**src/hdl/dre_pkg.sv**
```systemverilog
// Shared widths, constants and controller/datapath types for the rate estimator.
package dre_pkg;

  localparam int SIZE_W     = 32;
  localparam int TICK_W     = 32;
  localparam int OBS_W      = 32;
  localparam int RATE_W     = 48;
  localparam int BYTE_TOT_W = 48;
  localparam int TICK_TOT_W = 40;
  localparam int Q_FRAC     = 16;
  localparam int WEIGHT_W   = Q_FRAC + 1;
  localparam int WNUM_W     = 6;
  localparam int WDEN_W     = 7;

  localparam logic [OBS_W-1:0]    OBS_RESET  = OBS_W'(250000);
  localparam logic [WEIGHT_W-1:0] Q_ONE      = WEIGHT_W'(65536);
  localparam logic [WEIGHT_W-1:0] Q_HALF     = WEIGHT_W'(32768);
  localparam logic [WNUM_W-1:0]   WEIGHT_NUM = WNUM_W'(33);
  localparam logic [WDEN_W-1:0]   WEIGHT_DEN = WDEN_W'(100);

  // Commands from the controller to the datapath
  typedef struct packed {
    logic accept;
    logic mul_start;
    logic mul_step;
    logic rdiv_start;
    logic wdiv_start;
    logic div_step;
    logic ring_upd;
    logic scan_step;
    logic blend_start;
    logic blend_step;
    logic commit;
    logic out_load;
    logic out_closed;
  } dre_cmd_t;

  // Status from the datapath to the controller
  typedef struct packed {
    logic zero_ticks;
    logic reached;
    logic mul_last;
    logic div_last;
    logic scan_last;
    logic blend_last;
    logic sum_zero;
  } dre_sts_t;

endpackage

```
**src/hdl/dre_ctrl.sv**
```systemverilog
// Controller state machine sequencing the estimator datapath.
module dre_ctrl (
  input  logic              clk,
  input  logic              rst,
  input  logic              in_valid,
  output logic              in_ready,
  output logic              out_valid,
  input  logic              out_ready,
  input  dre_pkg::dre_sts_t sts,
  output dre_pkg::dre_cmd_t cmd
);
  import dre_pkg::*;

  typedef enum logic [3:0] {
    IDLE, CHECK, MUL, RLOAD, RDIV, RING, SCAN, WLOAD, WDIV, WSET, BLEND,
    COMMIT, FINISH
  } state_t;

  state_t state, state_next;
  logic   closed, closed_next;
  logic   out_free;

  assign in_ready = (state == IDLE);
  assign out_free = !out_valid || out_ready;

  // Next state and commands
  always_comb begin
    state_next  = state;
    closed_next = closed;
    cmd         = '0;
    cmd.out_closed = closed;
    case (state)
      IDLE: begin
        if (in_valid) begin
          cmd.accept = 1'b1;
          state_next = CHECK;
        end
      end
      CHECK: begin
        if (sts.zero_ticks || !sts.reached) begin
          closed_next = 1'b0;
          state_next  = FINISH;
        end else begin
          closed_next   = 1'b1;
          cmd.mul_start = 1'b1;
          state_next    = MUL;
        end
      end
      MUL: begin
        cmd.mul_step = 1'b1;
        if (sts.mul_last) state_next = RLOAD;
      end
      RLOAD: begin
        cmd.rdiv_start = 1'b1;
        state_next     = RDIV;
      end
      RDIV: begin
        cmd.div_step = 1'b1;
        if (sts.div_last) state_next = RING;
      end
      RING: begin
        cmd.ring_upd = 1'b1;
        state_next   = SCAN;
      end
      SCAN: begin
        cmd.scan_step = 1'b1;
        if (sts.scan_last) state_next = WLOAD;
      end
      WLOAD: begin
        cmd.wdiv_start = 1'b1;
        state_next     = sts.sum_zero ? WSET : WDIV;
      end
      WDIV: begin
        cmd.div_step = 1'b1;
        if (sts.div_last) state_next = WSET;
      end
      WSET: begin
        cmd.blend_start = 1'b1;
        state_next      = BLEND;
      end
      BLEND: begin
        cmd.blend_step = 1'b1;
        if (sts.blend_last) state_next = COMMIT;
      end
      COMMIT: begin
        cmd.commit = 1'b1;
        state_next = FINISH;
      end
      FINISH: begin
        if (out_free) begin
          cmd.out_load = 1'b1;
          state_next   = IDLE;
        end
      end
      default: state_next = IDLE;
    endcase
  end

  // Hold state and the output beat flag
  always_ff @(posedge clk) begin
    if (rst) begin
      state     <= IDLE;
      closed    <= 1'b0;
      out_valid <= 1'b0;
    end else begin
      state  <= state_next;
      closed <= closed_next;
      if (cmd.out_load) out_valid <= 1'b1;
      else if (out_ready) out_valid <= 1'b0;
    end
  end

endmodule

```
**config.mk**
```make
export PLATFORM = sky130hd
export DESIGN_NAME = dre_ctrl
export DESIGN_NICKNAME = d
export VERILOG_FILES = /design/src/hdl/dre_pkg.sv /design/src/hdl/dre_ctrl.sv
export SDC_FILE = /design/constraint.sdc
export NUM_CORES = 1
export LEC_CHECK = 0
export BUFFER_PORTS_ARGS = -buffer_cell sky130_fd_sc_hd__buf_2
export CORE_AREA = 2 2 39 41
export DETAILED_ROUTE_END_ITERATION = 10
export DIE_AREA = 0 0 41 43
export GPL_TIMING_DRIVEN = 0
export PLACE_DENSITY = 0.71
export SYNTH_ARGS = -nofsm -noshare
export SYNTH_HDL_FRONTEND = slang
export SYNTH_SLANG_ARGS = --single-unit
```
**constraint.sdc**
```tcl
create_clock -name clk -period 1.4 [get_ports clk]
set_clock_uncertainty 0.2 [all_clocks]
set_input_delay 0.28 -clock clk [delete_from_list [all_inputs] [get_ports clk]]
set_output_delay 0.28 -clock clk [all_outputs]
set_load 0.005 [all_outputs]
```
### Yosys cells after proc, flatten, opt, wreduce, memory -nomap -nowiden

Index checks and enable logic that the tools add are counted.

| word-level totals | value |
|---|---|
| flip-flop bits (word level) | 6 |
| input port bits | 11 |
| logic and storage cells | 57 |

| operators by class | value |
|---|---|
| equality and inequality tests | 19 |
| muxes and demuxes | 27 |
| reductions and logical operators | 8 |

Operator list:

| kind | number |
|---|---|
| 4-bit one-hot mux with 13 select lines | 1 |
| 4-bit two-way mux | 8 |
| 4-bit equality test (second input constant) | 5 |
| 1-bit two-way mux | 18 |
| 4-bit by 3-bit equality test with 1-bit output (second input constant) | 4 |
| 2-bit inequality test (second input constant) | 7 |
| 4-bit by 2-bit equality test with 1-bit output (second input constant) | 2 |
| 7-bit AND reduction | 1 |
| 4-bit by 1-bit equality test with 1-bit output (second input constant) | 1 |
| 4-bit logical NOT | 1 |
| 1-bit logical NOT | 2 |
| 1-bit logical OR | 2 |
| 2-bit nonzero test | 1 |
| 2-bit OR reduction | 1 |

### Longest topological paths before layout

Gate-level depths: netlist of the first run.

| depth | value |
|---|---|
| depth in word-level cells | 5 |
| mapped depth | 5 |
| gate-level depth less buffers | 4 |

### Least setup slack after synthesis of the first run

OpenSTA, ideal clock, no wires.

| timing path | value |
|---|---|
| kind | register to output |
| from | register state[2] |
| to | output port cmd[12] (netlist bit) |
| data arrival time | 0.988 ns |
| slack | -0.068 ns |
| cell stages (with the launch flop) | 4 |
| buffers on the path | 1 |
| cell sequence | dfxtp_1 buf_2 nor4_2 and2_1 |

RTL lines:

| element | RTL line | source |
|---|---|---|
| from (decl) | dre_ctrl.sv:19 | `state_t state, state_next;` |
| from (signal assigned) | dre_ctrl.sv:106 | `state <= state_next;` |
| to (decl) | dre_ctrl.sv:10 | `output dre_pkg::dre_cmd_t cmd` |

==> results.cfg, run 1 <==
[status]
run_status = finished, violations left
violations = negative setup slack

[detailed_routing]
wl_per_cell_um = 14.5
route.detailed.drc = 0
drt_wl_total_um = 1860
dr.pass1.iters = 6
drtIter0Drc = 11
ant_nets = 0
viasPerCell = 5.13
vias = 657

[timing]
period_minus_slack_ns = 1.74
maxSlewViolCount = 0
tightest_slew_ns = 0.359
setup_viol = 17
rsz0062_at_grt = true
fin_ws_ns = -0.335
finalHoldViolations = 0
relSlewSlack = 0.760
period_share = 1.24
max_freq_mhz = 576

[flow_run]
cap_viol_max_count = 0

[cts]
cts_root_buf = clkbuf_4
clkSinkCount = 6
htree_levels = 1
clk_latency_ns = 0.27
numCtsBuffers = 3
hold_buffers = 0
cts.reportedPaths.clkPinSlew_ns = 0.05
cts_tree = yes
clk_path_buf_depth = 2

[power]
p_leak_uw = 0.000468
p_int_uw = 1020
swShare = 0.408
power_frac_clock = 0.107
peakVddDrop_mv = 0.807
total_power_uw = 1720
p_seq_frac = 0.170
p_per_area_nw_per_um2 = 1780
p_comb_frac = 0.723
p_switching_uw = 701

[critical_path]
critPathRequiredTime_ns = 0.92
cpPeakStageDelay_ns = 0.35
arrival_ns = 1.26
crit_chain = buf_6 > nor4_4 > and2_1 > buf_2
critPathMaxFanout = 5
slowest_stage = dfxtp_4
worstSetupStartpointType = register
end_kind = output port
critical_path_class = reg -> out

[synth]
ys_seq_area_frac = 0.270
syn_inst = 63
syn-num-nets = 74
yosysWarnings = 0
synth_top_area_share = 0.270
ys_seq_elements = 6
avgSynthCellArea_sq_um = 7.07
synth_cell_types = 23
synth_area_sq_um = 445
yosysTopAreaCell = dfxtp_1
synthTopCellsByArea = dfxtp_1, nand2b_1, nor2_1, nor3_1, buf_2

[placement]
dpl_worst_slack_ns = -0.158
portBuffers = 25
gp_congestion = 0.762
place_hpwl_um = 931

[grt]
grt.total_usage = 0.184
grt_pass1_wl_um = 2280
gr-usage-met1 = 0.253
grt_max_degree = 11
antenna_found_initial = 0
grt_pass1_vias = 545
grtUsageMet3 = 0.0209
busiest_layer = met2
grt_overflow = 0
met2_usage = 0.266

[final_layout]
n_antenna_cell = 0
area_delta_synth_final_pct = 117
fin_nets = 125
drive_gt1_frac = 0.696

[worst_hold_path]
hp-class = in -> reg

[floorplan]
initial_core_util = 0.322
pin_count = 26
die_h_um = 43
rows = 14
dieArea_sq_um = 1760
die-width_um = 41
coreArea_sq_um = 1380
## final timing paths
path | slack (ns) | endpoint | cells past startpoint | startpoint
setup / recovery | -0.34 | cmd[12] | 4 | state[1]
hold reg to reg | 0.31 | closed | 2 | closed
setup reg to reg | -0.26 | state[3] | 8 | state[1]
hold / removal | 0.05 | state[0] | 3 | sts[3]
## cell type report
cell class / instances / area [sq um]
well taps: 16 / 20.0
plain buffers: 5 / 60.1
multi-input cells: 50 / 419
inverters: 2 / 7.51
repair buffers: 46 / 305
fillers: 98 / 417
clock buffers: 3 / 22.5
flip-flops and latches: 6 / 133
## cell families after synthesis
kind of cell | after synthesis | synth area share
muxes | 2 | 0.0478
AOI/OAI and AO/OA | 13 | 0.185
and+or+nand+nor | 35 | 0.419
buffers and inverters | 7 | 0.0787
DFF | 6 | 0.270
## placed cells by master, fill, tap and decap left out, drive strengths merged, types with 2 or more instances in the layout
cell,count
buf,51
nor2,10
nand2b,6
nor3,6
dfxtp,6
o21ai,4
nand2,4
a21oi,4
nor2b,3
and2,3
clkbuf,3
inv,2
o311ai,2
## cells in the mapped netlist
cell and n:
a21oi_2 1, a31oi_1 1, or2_1 1, nor3_2 1
mux2_2 1, nand2b_1 6, inv_1 2, mux2i_1 1
a211oi_1 1, nor3_1 5, nand2_1 4, and2_1 3
buf_2 4, nor4_2 1, nor2_1 10, nor2b_1 3
a21oi_1 3, o311ai_1 2, buf_4 1, nand3_1 1
dfxtp_1 6, a21boi_0 1, o21ai_1 4
## flip-flops by register name (all words and copies together), names as in the netlist
name and flops:
state 4, closed 1, out_valid 1
## power groups by stage
stage	registers [uW]	logic, uW	clock network [uW]
after CTS	278	863	168
final	292	1240	184
after floorplan	254	437	0
after global routing	295	1340	186
after global placement	265	581	0
after detailed placement	266	589	0
## critical path: cells and delay by family, from the launching register on
family / cells / cell delay, ns
flip-flops: 1 / 0.35
buffers and inverters: 2 / 0.23
AND/OR/NAND/NOR: 2 / 0.40
## routing by layer
layer	vias up	wire length, um	part of all wire
met3	9	93	0.050
met5	-	0	0
li1	315	-	-
met1	306	691	0.37
met2	27	1000	0.54
met4	0	69	0.037
## through the flow
stage / area [sq um] / instances / hold WS, ns / utilization / setup TNS, ns
5_1_grt: 967 / 128 / 0.0783 / 0.699 / -4.76
2_1_floorplan: 460 / 63 / 0.149 / - / 0
6_report: 967 / 128 / 0.0541 / 0.699 / -3.96
3_3_place_gp: 606 / 104 / 0.283 / 0.438 / -0.676
4_1_cts: 776 / 118 / 0.0499 / 0.561 / -2.75
3_5_place_dp: 606 / 104 / 0.288 / 0.438 / -0.756
## repair_timing
action,in CTS,in global routing
endpoints found under the setup margin,14,18
resized for setup,21,26
pin swaps,7,11
endpoints found under the hold margin,0,0
buffers inserted,11,11
No activity file was read; power rests on OpenSTA's default activity.
==> inputs of run 2 (changes only) <==
==> constraint.sdc (replaced) <==
create_clock -name clk -period 1.4 [get_ports clk]
set_clock_uncertainty 0.2 [all_clocks]
set_input_delay 0.14 -clock clk [delete_from_list [all_inputs] [get_ports clk]]
set_output_delay 0.14 -clock clk [all_outputs]
set_load 0.005 [all_outputs]
==> run 2 against run 1 <==
The run still ends with negative setup slack left; largest cell class unchanged; sequential power about the same; hold slack better by 0.028 ns; non-clock buffer count down 6; final cell count down 4.7%.
==> results.cfg, run 2 (synthesis gave the netlist of run 1 again) <==
[status]
run_status = finished, violations left
violations = negative setup slack

[detailed_routing]
drtIter0Drc = 19
wl_per_cell_um = 15.5
ant_nets = 0
route.detailed.drc = 0
vias = 644
drt_wl_total_um = 1890
viasPerCell = 5.28
dr.pass1.iters = 4

[grt]
grt.total_usage = 0.165
antenna_found_initial = 0
grt_pass1_wl_um = 1990
grt_overflow = 0
grt_max_degree = 11
grt_pass1_vias = 484

[placement]
gp_congestion = 0.676
dpl_worst_slack_ns = -0.0547
portBuffers = 25
placed_cells = 104
place_hpwl_um = 870

[floorplan]
initial_core_util = 0.322
coreArea_sq_um = 1380
die-width_um = 41
die_h_um = 43
rows = 14
pin_count = 26
dieArea_sq_um = 1760

[timing]
fin_ws_ns = -0.186
period_share = 1.13
maxSlewViolCount = 0
tns_ns = -1.66
setup_viol = 15
finalHoldViolations = 0
holdWs_ns = 0.0817
tightest_slew_ns = 0.343
period_minus_slack_ns = 1.59
rsz0062_at_grt = true
relSlewSlack = 0.771
max_freq_mhz = 631

[cts]
numCtsBuffers = 3
cts_root_buf = clkbuf_4
clkSinkCount = 6
cts_tree = yes
clk_latency_ns = 0.25
clk_path_buf_depth = 2
cts.reportedPaths.clkPinSlew_ns = 0.05
htree_levels = 1

[final_layout]
area_delta_synth_final_pct = 99.2
finalNonFillerCells = 122
seqCellArea_sq_um = 130
top_register = state
nFillCells = 101
n_antenna_cell = 0
largestRegisters = state: 4 flops, closed: 1 flops, out_valid: 1 flops
largest_reg_flops = 4
final_cell_mix = buf_2, buf_4, nor2_1
multi_input_area_sq_um = 397
final_common_cell = buf_2
drive_gt1_frac = 0.679
fin_nets = 119

[power]
total_power_uw = 1570
peakVddDrop_mv = 0.578
swShare = 0.423
power_frac_clock = 0.110
p_int_uw = 909
p_per_area_nw_per_um2 = 1770
p_comb_frac = 0.703
p_switching_uw = 665
p_seq_frac = 0.187
p_leak_uw = 0.000418

[critical_path]
critPathMaxFanout = 5
worstSetupStartpointType = register
end_kind = output port
critical_path_class = reg -> out
critPathRequiredTime_ns = 1.06
arrival_ns = 1.25

[worst_hold_path]
hp-class = in -> reg

[flow_run]
cap_viol_max_count = 0
run 2: what timing repair did:
item                                    CTS  global route
gates resized for setup                  23            18
endpoints found under the setup margin   14            17
cloned                                    0             0
hold buffers                              2             0
pin swaps                                 4             8
hold endpoints to repair                  3             0
setup buffers                            10             3
run 2: per-layer routing:
metal	GRT usage	share of wire	up-vias
met2	0.300	0.49	28
met4	0.100	0.036	0
met3	0.0157	0.052	8
met5	0	0	-
met1	0.161	0.42	306
li1	-	-	302
run 2: layout make-up:
class / instances / share of cell area
Multi-Input combinational cell: 50 / 0.447
Timing Repair Buffer: 40 / 0.282
Tap cell: 16 / 0.0226
Sequential cell: 6 / 0.147
Buffer: 5 / 0.0677
Clock buffer: 3 / 0.0254
Inverter: 2 / 0.00846
run 2: stage by stage:
step,instance area (sq um),util
after global routing,887,0.641
after floorplan,445,-
after detailed placement,591,0.427
after CTS,782,0.565
after global placement,591,0.427
final,887,0.641
run 2: power groups by stage:
stage | clock network (uW) | logic [uW] | registers, uW
2_1_floorplan | 0 | 399 | 249
5_1_grt | 182 | 1180 | 298
6_report | 173 | 1110 | 294
3_5_place_dp | 0 | 552 | 259
4_1_cts | 173 | 870 | 285
3_3_place_gp | 0 | 542 | 256
run 2: final timing paths:
| path | from | end | slack (ns) | cells past startpoint |
|---|---|---|---|---|
| worst min register to register | closed | closed | 0.31 | 2 |
| worst max-delay path | state[1] | cmd[12] | -0.19 | 4 |
| worst max register to register | state[3] | closed | -0.04 | 6 |
| worst min-delay path | out_ready | out_valid | 0.08 | 3 |
run 2: critical path, cell delays in order, from the launching register on:
cell and delay, ns:
dfxtp_2 0.34, buf_6 0.13, nor4_4 0.25, and2_1 0.16
buf_2 0.11
==> inputs of run 3 (changes only) <==
--- a/config.mk
+++ b/config.mk
@@ -5,12 +5,13 @@
 export SDC_FILE = /design/constraint.sdc
 export NUM_CORES = 1
 export LEC_CHECK = 0
+export ABC_AREA = 1
 export BUFFER_PORTS_ARGS = -buffer_cell sky130_fd_sc_hd__buf_2
 export CORE_AREA = 2 2 39 41
 export DETAILED_ROUTE_END_ITERATION = 10
 export DIE_AREA = 0 0 41 43
 export GPL_TIMING_DRIVEN = 0
-export PLACE_DENSITY = 0.71
+export PLACE_DENSITY = 0.74
 export SYNTH_ARGS = -nofsm -noshare
 export SYNTH_HDL_FRONTEND = slang
 export SYNTH_SLANG_ARGS = --single-unit
==> run 3 against run 2 <==
Via count is 12% lower; synthesized area is 6.2% higher; critical endpoint is now cmd[8]; the run still ends with negative setup slack left; count of clock-buffer cells in the layout stayed put; critical path depth is 1 higher; fmax is 4.0% higher; global-route usage is 1.2 points lower; hold slack worse by 0.047 ns.
==> results.cfg, run 3 <==
[power]
p_switching_uw = 608
p_int_uw = 733
p_comb_frac = 0.607
p_seq_frac = 0.276
power_frac_clock = 0.117
swShare = 0.453
p_leak_uw = 0.000422
peakVddDrop_mv = 1.05
p_per_area_nw_per_um2 = 1770
total_power_uw = 1340

[timing]
setup_viol = 12
period_share = 1.09
rsz0062_at_grt = true
tightest_slew_ns = 0.340
max_freq_mhz = 656
fin_ws_ns = -0.125
finalHoldViolations = 0
holdWs_ns = 0.0345
relSlewSlack = 0.773
maxSlewViolCount = 0
period_minus_slack_ns = 1.52

[critical_path]
critPathMaxFanout = 4
worstSetupStartpointType = register
critical_path_class = reg -> out
arrival_ns = 1.18
path_buf_inv = 3
crit_chain = inv_2 > nor2_2 > inv_2 > nor2_4 > buf_2
cpPeakStageDelay_ns = 0.38
path_depth = 5
r2r_start = state[3]
cp-startpoint = state[2]
crit_path_frequent_cell = inv_2
end_kind = output port
crit_path_end = cmd[8]
rrSetupSlack_ns = 0.01
crit_family = flip-flops
slowest_stage = dfxtp_4
rr_endpoint = state[0]
critPathRequiredTime_ns = 1.06
rr_worst_depth = 9

[synth]
synth_top_area_share = 0.254
synth_fa_ha_area_frac = 0
synth_flop_cell = dfxtp_1
synthTopCellsByArea = dfxtp_1, inv_1, nor2_1, nor2_2, nand2_1
yosysWarnings = 0
synth_top_family_by_area = simple AND/OR/NAND/NOR gates
syn_inst = 80
synth_area_sq_um = 473
avgSynthCellArea_sq_um = 5.91
yosysTopAreaCell = dfxtp_1
synth_compound_area_frac = 0.0582
synth_edf_count = 0
synth_common_cells = inv_1, nor2_1, nand2_1
ys_seq_area_frac = 0.254
synthMuxAreaShare = 0
syn-num-nets = 91
synth_cell_types = 18
synthXorXnorAreaFrac = 0.0185
async_reset_ff_frac = 0
ys_seq_elements = 6
yosys.area_share.simple = 0.511

[final_layout]
final_common_cell = buf_2
n_antenna_cell = 0
final_cell_mix = buf_2, nor2_1, inv_1
top_register = state
drive_gt1_frac = 0.543
finalNonFillerCells = 132
area_delta_synth_final_pct = 59.8
largest_reg_flops = 4
largestRegisters = state: 4 flops, closed: 1 flops, out_valid: 1 flops
final_area_sq_um = 756
fin_nets = 129

[detailed_routing]
vias = 566
viasPerCell = 4.29
wl_per_cell_um = 9.14
route.detailed.drc = 0
ant_nets = 0
drt_wl_total_um = 1210
dr.pass1.iters = 4
drtIter0Drc = 10

[grt]
grt.total_usage = 0.153
antenna_found_initial = 0
grt_pass1_wl_um = 1840
grt_overflow = 0
grt_max_degree = 8
grt_pass1_vias = 507

[floorplan]
rows = 14
coreArea_sq_um = 1380
pin_count = 26
die-width_um = 41
initial_core_util = 0.342
dieArea_sq_um = 1760
die_h_um = 43

[placement]
placed_cells = 121
dpl-instance-area_sq_um = 618
dpl_worst_slack_ns = 0.0154
gp_congestion = 0.801
place_hpwl_um = 888
portBuffers = 25

[cts]
clk_path_buf_depth = 2
cts_tree = yes
cts.reportedPaths.clkPinSlew_ns = 0.04
cts_root_buf = clkbuf_4
htree_levels = 1
clk_latency_ns = 0.24
numCtsBuffers = 3
clkSinkCount = 6

[flow_run]
cap_viol_max_count = 0

[worst_hold_path]
hp-class = in -> reg

[status]
violations = negative setup slack
run_status = finished, violations left
-- run 3: area by class of cell --
type,instances,area [sq um]
repair buffers,33,188
clock buffers,3,22.5
fillers,137,628
multi-input cells,55,315
plain buffers,1,7.51
inverters,18,67.6
well taps,16,20.0
flip-flops and latches,6,135
-- run 3: worst register-to-register path: cells and delay by family (launching register included) --
| kind | cells | cell delay [ns] |
|---|---|---|
| AND/OR/NAND/NOR | 7 | 0.54 |
| flip-flops | 1 | 0.39 |
| buffers and inverters | 2 | 0.20 |
-- run 3: how the worst min path moves through the flow --
stage               cells past startpoint    from         to
CTS                                     5  sts[0]   state[0]
global placement                        2     rst  out_valid
global route                            5  sts[0]   state[0]
finish                                  5  sts[0]   state[0]
floorplan                               1     rst  out_valid
detailed placement                      2     rst  out_valid
-- run 3: kinds of logic (layout without fill, tap and decap cells) --
group | count (synthesis) | in the layout
and+or+nand+nor | 49 | 49
buffers and inverters | 19 | 55
DFF | 6 | 6
AOI/OAI and AO/OA | 5 | 5
xor gates and xnor gates | 1 | 1
-- run 3: what timing repair did --
action | CTS | global route
hold buffers | 1 | 0
buffers inserted | 3 | 4
setup endpoints to repair | 13 | 17
endpoints found under the hold margin | 3 | 0
pin swaps | 2 | 2
gates resized for setup | 18 | 2
-- run 3: through the flow --
step	TNS, ns	utilization
5_1_grt	-1.83	0.546
3_3_place_gp	0	0.447
2_1_floorplan	0	-
3_5_place_dp	0	0.447
4_1_cts	-0.656	0.521
6_report	-0.706	0.546
-- run 3: power groups by stage --
| stage | clock (uW) | sequential, uW | combinational, uW |
|---|---|---|---|
| after floorplan | 0 | 301 | 470 |
| after global placement | 0 | 310 | 639 |
| after detailed placement | 0 | 313 | 648 |
| after CTS | 164 | 374 | 748 |
| after global routing | 172 | 379 | 909 |
| final | 157 | 370 | 814 |
-- run 3: metal layers --
layer | vias up | wire length, um | track usage
met5 | - | 0 | 0
met4 | 0 | 14 | 0.100
met3 | 3 | 64 | 0
met2 | 16 | 662 | 0.269
met1 | 237 | 466 | 0.164
li1 | 310 | - | -
